File: config.mk
export PLATFORM = sky130hd
export DESIGN_NAME = stpm_cfg
export DESIGN_NICKNAME = d
export VERILOG_FILES = /design/src/hw/rtl/stpm_pkg.sv /design/src/hw/rtl/stpm_cfg.sv
export SDC_FILE = /design/constraint.sdc
export NUM_CORES = 2
export LEC_CHECK = 0
export BUFFER_PORTS_ARGS = -buffer_cell sky130_fd_sc_hd__buf_2
export CAP_MARGIN = 20
export CORE_MARGIN = 2
export CORE_UTILIZATION = 55
export CTS_CLUSTER_SIZE = 28
export DETAILED_ROUTE_END_ITERATION = 8
export PLACE_DENSITY = 0.87
export SLEW_MARGIN = 20
export SYNTH_ARGS = -nofsm -noshare
export SYNTH_HDL_FRONTEND = slang
export SYNTH_SLANG_ARGS = --single-unit
File: constraint.sdc
create_clock -name i_clk -period 6.2 [get_ports i_clk]
set_clock_uncertainty 0.15 [all_clocks]
set_input_delay 0.62 -clock i_clk [delete_from_list [all_inputs] [get_ports i_clk]]
set_output_delay 0.62 -clock i_clk [all_outputs]
set_load 0.1 [all_outputs]
File: src/hw/rtl/stpm_pkg.sv
package stpm_pkg;

    localparam int RANK      = 3;
    localparam int DIM_BITS  = 16;
    localparam int CORE_BITS = 10;

    localparam int NDIM       = 3;
    localparam int ADDR_W     = 48;
    localparam int CORE_IDX_W = 10;
    localparam int CFG_IDX_W  = 3;
    localparam int CFG_DATA_W = 16;
    localparam int CFG_DIM_W  = 16;
    localparam int CFG_CORE_W = 11;
    localparam int CNT_W      = (CFG_CORE_W > CORE_BITS + 1) ? CFG_CORE_W : CORE_BITS + 1;
    localparam int PROD2_W    = 2 * DIM_BITS;
    localparam int PROD3_W    = 3 * DIM_BITS;
    localparam int SETTLE_W   = 2;

    // two multiply stages behind the config registers
    localparam logic [SETTLE_W-1:0] SETTLE_CYCLES = SETTLE_W'(2);

    localparam logic [CFG_IDX_W-1:0] REG_TENSOR_SIZE_0 = CFG_IDX_W'(0);
    localparam logic [CFG_IDX_W-1:0] REG_TENSOR_SIZE_1 = CFG_IDX_W'(1);
    localparam logic [CFG_IDX_W-1:0] REG_TENSOR_SIZE_2 = CFG_IDX_W'(2);
    localparam logic [CFG_IDX_W-1:0] REG_SHARD_SIZE_0  = CFG_IDX_W'(3);
    localparam logic [CFG_IDX_W-1:0] REG_SHARD_SIZE_1  = CFG_IDX_W'(4);
    localparam logic [CFG_IDX_W-1:0] REG_SHARD_SIZE_2  = CFG_IDX_W'(5);
    localparam logic [CFG_IDX_W-1:0] REG_CORE_COUNT    = CFG_IDX_W'(6);

    typedef struct packed {
        logic [NDIM-1:0][DIM_BITS-1:0] tens;
        logic [NDIM-1:0][DIM_BITS-1:0] shard;
        logic [NDIM-1:0][DIM_BITS-1:0] first_ext;
        logic [ADDR_W-1:0]             tstride0;
        logic [ADDR_W-1:0]             tstride1;
        logic [ADDR_W-1:0]             sstride0;
        logic [ADDR_W-1:0]             sstride1;
        logic [ADDR_W-1:0]             jump0;
        logic [ADDR_W-1:0]             jump1;
        logic [ADDR_W-1:0]             vol;
        logic [CNT_W-1:0]              cores;
        logic                          empty;
    } t_derived;

    typedef struct packed {
        logic                  entry_valid;
        logic [CORE_IDX_W-1:0] core_index;
        logic [ADDR_W-1:0]     device_slot;
        logic [ADDR_W-1:0]     host_page;
        logic                  last_entry;
    } t_entry;

    function automatic logic [DIM_BITS-1:0] eff_tensor(int d, logic [CFG_DIM_W-1:0] v);
        if (d >= RANK) begin
            return DIM_BITS'(1);
        end
        return v[DIM_BITS-1:0];
    endfunction

    function automatic logic [DIM_BITS-1:0] eff_shard(int d, logic [CFG_DIM_W-1:0] v);
        logic [DIM_BITS-1:0] s;
        s = v[DIM_BITS-1:0];
        if (d >= RANK || s == '0) begin
            return DIM_BITS'(1);
        end
        return s;
    endfunction

    function automatic logic [CNT_W-1:0] eff_cores(logic [CFG_CORE_W-1:0] v);
        logic [CNT_W-1:0] c;
        logic [CNT_W-1:0] cmax;
        c    = CNT_W'(v);
        cmax = CNT_W'(1) << CORE_BITS;
        if (c == '0) begin
            return CNT_W'(1);
        end
        return (c > cmax) ? cmax : c;
    endfunction

    function automatic logic [DIM_BITS-1:0] min_dim(logic [DIM_BITS-1:0] a,
                                                    logic [DIM_BITS-1:0] b);
        return (a < b) ? a : b;
    endfunction

endpackage

File: src/hw/rtl/stpm_cfg.sv
module stpm_cfg import stpm_pkg::*; (
    input  logic                  i_clk,
    input  logic                  i_rst_n,
    input  logic                  i_wr,
    input  logic [CFG_IDX_W-1:0]  i_idx,
    input  logic [CFG_DATA_W-1:0] i_data,
    output t_derived              o_der,
    output logic                  o_abort,
    output logic                  o_busy
);

    logic [NDIM-1:0][CFG_DIM_W-1:0] r_tens;
    logic [NDIM-1:0][CFG_DIM_W-1:0] r_shard;
    logic [CFG_CORE_W-1:0]          r_cores;
    logic [SETTLE_W-1:0]            r_settle;

    logic [NDIM-1:0][DIM_BITS-1:0]  w_t;
    logic [NDIM-1:0][DIM_BITS-1:0]  w_s;
    logic                           w_empty;
    logic                           w_known;

    logic [PROD2_W-1:0]             r_t12;
    logic [PROD2_W-1:0]             r_s12;
    logic [PROD2_W-1:0]             r_s1t2;
    logic [NDIM-1:0][DIM_BITS-1:0]  r_first_ext;
    logic [PROD3_W-1:0]             r_jump0;
    logic [PROD3_W-1:0]             r_vol;

    always_comb begin
        w_empty = 1'b0;
        for (int d = 0; d < NDIM; d++) begin
            w_t[d] = eff_tensor(d, r_tens[d]);
            w_s[d] = eff_shard(d, r_shard[d]);
            if (w_t[d] == '0) begin
                w_empty = 1'b1;
            end
        end
    end

    always_comb begin
        case (i_idx)
            REG_TENSOR_SIZE_0, REG_TENSOR_SIZE_1, REG_TENSOR_SIZE_2,
            REG_SHARD_SIZE_0, REG_SHARD_SIZE_1, REG_SHARD_SIZE_2,
            REG_CORE_COUNT: begin
                w_known = 1'b1;
            end
            default: begin
                w_known = 1'b0;
            end
        endcase
    end

    assign o_abort = i_wr && w_known;
    assign o_busy  = (r_settle != '0);

    always_ff @(posedge i_clk) begin
        if (!i_rst_n) begin
            r_tens   <= {NDIM{CFG_DIM_W'(1)}};
            r_shard  <= {NDIM{CFG_DIM_W'(1)}};
            r_cores  <= CFG_CORE_W'(1);
            r_settle <= SETTLE_CYCLES;
        end else begin
            if (i_wr) begin
                case (i_idx)
                    REG_TENSOR_SIZE_0: begin
                        r_tens[0] <= i_data[CFG_DIM_W-1:0];
                    end
                    REG_TENSOR_SIZE_1: begin
                        r_tens[1] <= i_data[CFG_DIM_W-1:0];
                    end
                    REG_TENSOR_SIZE_2: begin
                        r_tens[2] <= i_data[CFG_DIM_W-1:0];
                    end
                    REG_SHARD_SIZE_0: begin
                        r_shard[0] <= i_data[CFG_DIM_W-1:0];
                    end
                    REG_SHARD_SIZE_1: begin
                        r_shard[1] <= i_data[CFG_DIM_W-1:0];
                    end
                    REG_SHARD_SIZE_2: begin
                        r_shard[2] <= i_data[CFG_DIM_W-1:0];
                    end
                    REG_CORE_COUNT: begin
                        r_cores <= i_data[CFG_CORE_W-1:0];
                    end
                    default: begin
                    end
                endcase
            end
            if (o_abort) begin
                r_settle <= SETTLE_CYCLES;
            end else if (r_settle != '0) begin
                r_settle <= r_settle - SETTLE_W'(1);
            end
        end
    end

    // stage 1: 16x16 products, stage 2: 16x32 products
    always_ff @(posedge i_clk) begin
        r_t12  <= w_t[1] * w_t[2];
        r_s12  <= w_s[1] * w_s[2];
        r_s1t2 <= w_s[1] * w_t[2];
        for (int d = 0; d < NDIM; d++) begin
            r_first_ext[d] <= min_dim(w_s[d], w_t[d]);
        end
        r_jump0 <= w_s[0] * r_t12;
        r_vol   <= w_s[0] * r_s12;
    end

    always_comb begin
        o_der.tens      = w_t;
        o_der.shard     = w_s;
        o_der.first_ext = r_first_ext;
        o_der.tstride0  = ADDR_W'(r_t12);
        o_der.tstride1  = ADDR_W'(w_t[2]);
        o_der.sstride0  = ADDR_W'(r_s12);
        o_der.sstride1  = ADDR_W'(w_s[2]);
        o_der.jump0     = ADDR_W'(r_jump0);
        o_der.jump1     = ADDR_W'(r_s1t2);
        o_der.vol       = ADDR_W'(r_vol);
        o_der.cores     = eff_cores(r_cores);
        o_der.empty     = w_empty;
    end

endmodule

==> Word level (Yosys, flattened, before mapping) <==
Cells that the tools add are included.
{ "classes": {"addsub": 1, "mul": 5, "magnitude_cmp": 4, "eq_ne": 6, "mux": 20, "bitwise": 1, "n_reduce_logical": 19} }
{ "op_table": {"columns": ["op", "count"], "rows": [
  ["$mux W16", 9],
  ["$logic_not A16 Y1", 6],
  ["$mul A16 B16 Y32", 3],
  ["$mul A16 B32 Y48", 2],
  ["$lt A16 B16 Y1", 3],
  ["$mux W11", 3],
  ["$reduce_and A2 Y1", 7],
  ["$gt A11 B11 Y1 const B", 1],
  ["$logic_not A11 Y1", 1],
  ["$eq A3 B3 Y1 const B", 3],
  ["$mux W1", 8],
  ["$reduce_or A7 Y1", 1],
  ["$eq A3 B2 Y1 const B", 2],
  ["$eq A3 B1 Y1 const B", 1],
  ["$logic_not A3 Y1", 1],
  ["$reduce_bool A2 Y1", 1],
  ["$reduce_or A2 Y1", 1],
  ["$sub A2 B1 Y2 const B", 1],
  ["$logic_and A1 B1 Y1", 1],
  ["$not A1 Y1", 1]
]} }
{ "word_totals": {"ff_bits": 349, "in_bits": 22, "out_inout_bits": 494, "word_cells": 72} }

==> Depth between registers and ports, before layout <==
{ "depth": {"ltp_word": 5, "ltp_mapped": 29, "mapped_depth_nobuf": 26} }

==> Worst setup path after synthesis <==
No wires, ideal clock.
{ "synth_timing": {"path_type": "register -> register", "from": "reg r_shard[20] (netlist name)", "to": "reg r_s12[31]", "arrival_ps": 7157, "t_required_ps": 5925, "slack_ps": -1232, "path_stages_with_launch": 26, "n_path_buf": 3, "path_cell_list": "dfxtp_1 > buf_2 > nor4_1 > a41oi_2 > inv_1 > clkbuf_1 > nand2_1 > fa_1 > fa_1 > fa_1 > inv_1 > fa_1 > inv_1 > fa_1 > fa_1 > inv_1 > ha_1 > clkbuf_1 > nand3_1 > nor3_1 > a21boi_0 > a21oi_1 > a211o_1 > o211ai_1 > mux2i_1 > nor2_1"} }
{ "synth_rtl": {"columns": ["element", "line_no", "text"], "rows": [
  ["from (decl)", "stpm_cfg.sv:13", "logic [NDIM-1:0][CFG_DIM_W-1:0] r_shard;"],
  ["from (signal assigned)", "stpm_cfg.sv:59", "r_shard <= {NDIM{CFG_DIM_W'(1)}};"],
  ["to (signal assigned)", "stpm_cfg.sv:101", "r_s12 <= w_s[1] * w_s[2];"],
  ["to (decl)", "stpm_cfg.sv:23", "logic [PROD2_W-1:0] r_s12;"]
]} }

==> Worst setup path after layout <==
{ "layout_timing": {"from": "reg r_shard[4] (netlist name)", "to": "reg r_vol[47]"} }
{ "layout_between": {"elab_chain_len": 4} }
{ "layout_lines": {"columns": ["element", "line_no", "text"], "rows": [
  ["$logic_not A16 Y1", "stpm_pkg.sv:63", "if (d >= RANK || s == '0) begin"],
  ["$mux W1", "stpm_pkg.sv:63", null],
  ["$mux W16 (*)", "stpm_pkg.sv:66", "return s;"],
  ["$mul A16 B32 Y48 (*)", "stpm_cfg.sv:107", "r_vol <= w_s[0] * r_s12;"],
  ["to (signal assigned)", "stpm_cfg.sv:107", null],
  ["to (decl)", "stpm_cfg.sv:27", "logic [PROD3_W-1:0] r_vol;"]
]} }
Mark *: on every way between the ends. The rest lies on a longest branch, timed or not.
A chain may end at the register's enable or synchronous reset.

==> flow_metrics.env <==
export IMPL_drive_gt1_share_pct=21.0
export IMPL_numCtsBuffers=44
export IMPL_synth_cell_types=81
export IMPL_synthArstFlopShare_pct=0
export IMPL_r2r_start="r_shard[4]"
export IMPL_crit_type="flip-flop to flip-flop"
export IMPL_finalCritPeriodShare_pct=105
export IMPL_synth_edf_count=0
export IMPL_syn_inst=7864
export IMPL_dp_hpwl_mm=166
export IMPL_drc=0
export IMPL_grt_overflow=0
export IMPL_reg2reg_depth=24
export IMPL_slew_headroom_pct=26.6
export IMPL_cts_htree_levels=2
export IMPL_synth_top_cell_area_share_pct=41.0
export IMPL_status="finished with violations"
export IMPL_violations="setup timing"
export IMPL_antenna_found_initial=19
export IMPL_cpMostUsedCell="fa_1"
export IMPL_wl_per_cell_um=21.2
export IMPL_synth_top_cell_by_area="fa_1"
export IMPL_cp_arrival_ns=6.91
export IMPL_postRouteAntennaNets=0
export IMPL_ios=516
export IMPL_layout_setup_ws_ns=-0.282
export IMPL_post_route_util_pct=65.4
export IMPL_areaGrowthSynthToFinish_pct=18.2
export IMPL_max_freq_mhz=154
export IMPL_r2r_slack_ns=-0.28
export IMPL_powerDensity_nw_per_um2=86.7
export IMPL_worst_pin_slew_ns=1.10
export IMPL_slowest_delay_ns=0.55
export IMPL_routed_wirelength_mm=218
export IMPL_fin_crit_ns=6.48
export IMPL_clock_root_buffer="clkbuf_16"
export IMPL_gp_congestion=0.966
export IMPL_clock_sinks=349
export IMPL_fin_nets=10661
export IMPL_hold_start="i_data[13]"
export IMPL_final_max_slew_viol_count=0
export IMPL_grt_use_total_pct=32.6
export IMPL_grt_pass1_vias=62753
export IMPL_hold_path_depth=3
export IMPL_cp_cell_sequence="buf_12 > and2_1 > fa_1 > inv_1 > fa_1 > fa_1 > inv_1 > fa_1 > fa_1 > inv_1 > fa_1 > inv_1 > ha_4 > and3_4 > and2_1 > a211oi_2 > o21ai_2 > buf_6 > nor4b_4 > o31ai_4 > a41oi_2 > o21ai_1 > a21oi_2 > xnor2_1"
export IMPL_crit_slowest_cell="fa_1"
export IMPL_vias_per_cell=5.70
export IMPL_die_area_um2=129000
export IMPL_yosys_warnings=0
export IMPL_port_buffers=403
export IMPL_drtPass1Iterations=8
export IMPL_avgSynthCellArea_um2=8.81
export IMPL_nFillCells=8907
export IMPL_coreArea_um2=125000
export IMPL_dpl_cell_area_um2=76900
export IMPL_stdcell_area_um2=81900
export IMPL_end_kind="flip-flop"
export IMPL_rsz0062_at_grt="true"
export IMPL_synth_seq_cells=349
export IMPL_drtIter0Drc=6340
export IMPL_finalSetupViolCount=37
export IMPL_synth_area_um2=69300
export IMPL_cts_tree="done"
export IMPL_seqCellArea_um2=7400
export IMPL_cts_path_max_buffers=3
export IMPL_synth_yosys_seq_area_share_pct=10.1
export IMPL_path_max_fanout=16
export IMPL_startpoint="r_shard[4]"
export IMPL_multi_input_area_um2=55700
export IMPL_ir_worst_vdd_mv=0.215
export IMPL_synth_flop_cell="dfxtp_1"
export IMPL_clk_latency_ns=0.68
export IMPL_initial_core_util_pct=55.3
export IMPL_die_h_um=359
export IMPL_synthTopCellsByArea="fa_1, ha_1, dfxtp_1"
export IMPL_min_to="r_shard[13]"
export IMPL_cp_start_kind="flip-flop"
export IMPL_reg2reg_to="r_vol[47]"
export IMPL_die_width_um=359
export IMPL_required_ns=6.62
export IMPL_maxCapViolCount=0
export IMPL_grt_pass1_wl_mm=332
export IMPL_num_vias=58750
export IMPL_p_leak_uw=0.0411
export IMPL_hold_class="input port to flip-flop"
export IMPL_finalHoldViolCount=0
export IMPL_rows=130
export IMPL_grt_max_degree=110
export IMPL_path_clk_slew_ns=0.07
-- critical path, delay by kind of cell, from the launching register on --
| family | cells | cell delay, ns |
|---|---|---|
| simple gates | 4 | 0.83 |
| fa+ha+maj | 7 | 3.28 |
| flops | 1 | 0.36 |
| compound gates | 6 | 1.12 |
| xor+xnor | 1 | 0.08 |
| buf+inv | 6 | 0.57 |
-- routing by layer --
| layer | share of wire [%] | GRT usage [%] | vias to the layer above | wire length, um |
|---|---|---|---|---|
| li1 | - | - | 24576 | - |
| met1 | 34 | 39.0 | 28978 | 75300 |
| met2 | 46 | 52.9 | 3908 | 101000 |
| met3 | 12 | 8.99 | 1266 | 25900 |
| met4 | 7.4 | 19.0 | 22 | 16200 |
| met5 | 0.074 | 0 | - | 161 |
-- state kept, by name, summed over array words and instances, names as in the netlist --
| signal | flops |
|---|---|
| o_der | 96 |
| r_vol | 48 |
| r_settle | 2 |
| r_jump0 | 48 |
| r_cores | 11 |
| r_t12 | 32 |
| r_shard | 48 |
| r_s1t2 | 32 |
| r_s12 | 32 |
-- final cells by class --
cell class / instances / share of cell area (%)
Antenna cell: 5 / 0.0153
Clock buffer: 61 / 1.56
Clock inverter: 20 / 0.206
Inverter: 1647 / 7.57
Multi-Input combinational cell: 5386 / 68.1
Sequential cell: 349 / 9.04
Tap cell: 1650 / 2.52
Timing Repair Buffer: 1195 / 11.0
-- where the power goes --
group | leakage [uW] | internal (uW) | switching [uW]
Sequential | 0.00292 | 2290 | 112
Combinational | 0.0375 | 474 | 1540
Clock | 0.000719 | 1490 | 1190
Total | 0.0411 | 4260 | 2850
-- metrics by stage --
| stage | total power (uW) | hold slack [ns] | setup WS [ns] | cells | TNS [ns] |
|---|---|---|---|---|---|
| global route | 7290 | 0.201 | -0.505 | 10310 | -13.49 |
| global placement | 4280 | 0.306 | -0.497 | 10101 | -13.60 |
| detailed placement | 4310 | 0.314 | -0.673 | 10101 | -23.31 |
| finish | 7100 | 0.229 | -0.282 | 10313 | -3.74 |
| CTS | 7010 | 0.187 | -0.122 | 10253 | -0.898 |
| floorplan | 3890 | 0.292 | -0.135 | 7975 | -0.293 |
-- how the worst max path moves through the flow --
stage                             end  slack [ns]
after floorplan             r_s12[31]       -0.14
after global placement      r_vol[47]       -0.50
after detailed placement    r_vol[47]       -0.67
after CTS                 r_jump0[45]       -0.12
after global routing        r_vol[40]       -0.51
final                       r_vol[47]       -0.28
-- cell families (layout without fill, tap and decap cells) --
family | count (synthesis) | in the layout | synth area share, %
AO/OA/AOI/OAI | 616 | 616 | 5.93
XOR/XNOR | 168 | 168 | 2.12
adder cells (fa/ha/maj) | 2016 | 2016 | 51.8
buffers and inverters | 2240 | 2923 | 13.0
flip-flops | 349 | 349 | 10.1
multiplexers | 54 | 54 | 0.867
other | 1 | 117 | 0.00541
AND/OR/NAND/NOR | 2420 | 2420 | 16.2
-- cell usage after synthesis (6+ instances only) --
cell      number
buf_2          6
o31ai_1        8
nor2b_1       35
ha_1         598
fa_1        1418
mux2_2        28
nor4_1        27
dfxtp_1      349
mux2_1        20
and3_1        15
a21oi_1      161
nand3_1       44
mux2i_1        6
clkbuf_1     432
a31oi_1        7
o21bai_1      35
a221oi_1       6
o21ai_1       16
o21ai_0       81
xnor2_1      129
a211o_1        7
nor2_1       175
buf_4        147
a21o_1        86
inv_1       1642
nand2_1     1373
nand2b_1      29
nand4_1       28
a211oi_1      10
a21boi_0     103
xor2_1        39
nor3_1        26
o21a_1        19
o211ai_1      20
and2_1       641
-- repair_timing --
| action | 4_1_cts | 5_1_grt |
|---|---|---|
| cloned | 1 | 3 |
| buffers inserted | 73 | 56 |
| resized for setup | 232 | 340 |
| hold buffers | 0 | 0 |
| endpoints found under the setup margin | 81 | 86 |
| pin swaps | 155 | 204 |
-- cells in the final DEF, fill, tap and decap left out, types with 52 or more instances in the layout --
cell type  Yosys  final
dfxtp_4        0    101
nand2_1     1373   1354
a21oi_1      161    110
and2_1       641    615
conb_1         1    112
nor2_1       175    159
ha_1         598    544
buf_6          2     57
a21o_1        86     84
o21ai_0       81     52
dfxtp_1      349    223
buf_2          6    403
buf_4        147    665
inv_1       1642   1590
a21boi_0     103    101
xnor2_1      129    119
fa_1        1418   1367
buf_12         0     58
Note: power is estimated with default switching activity, not from simulation.
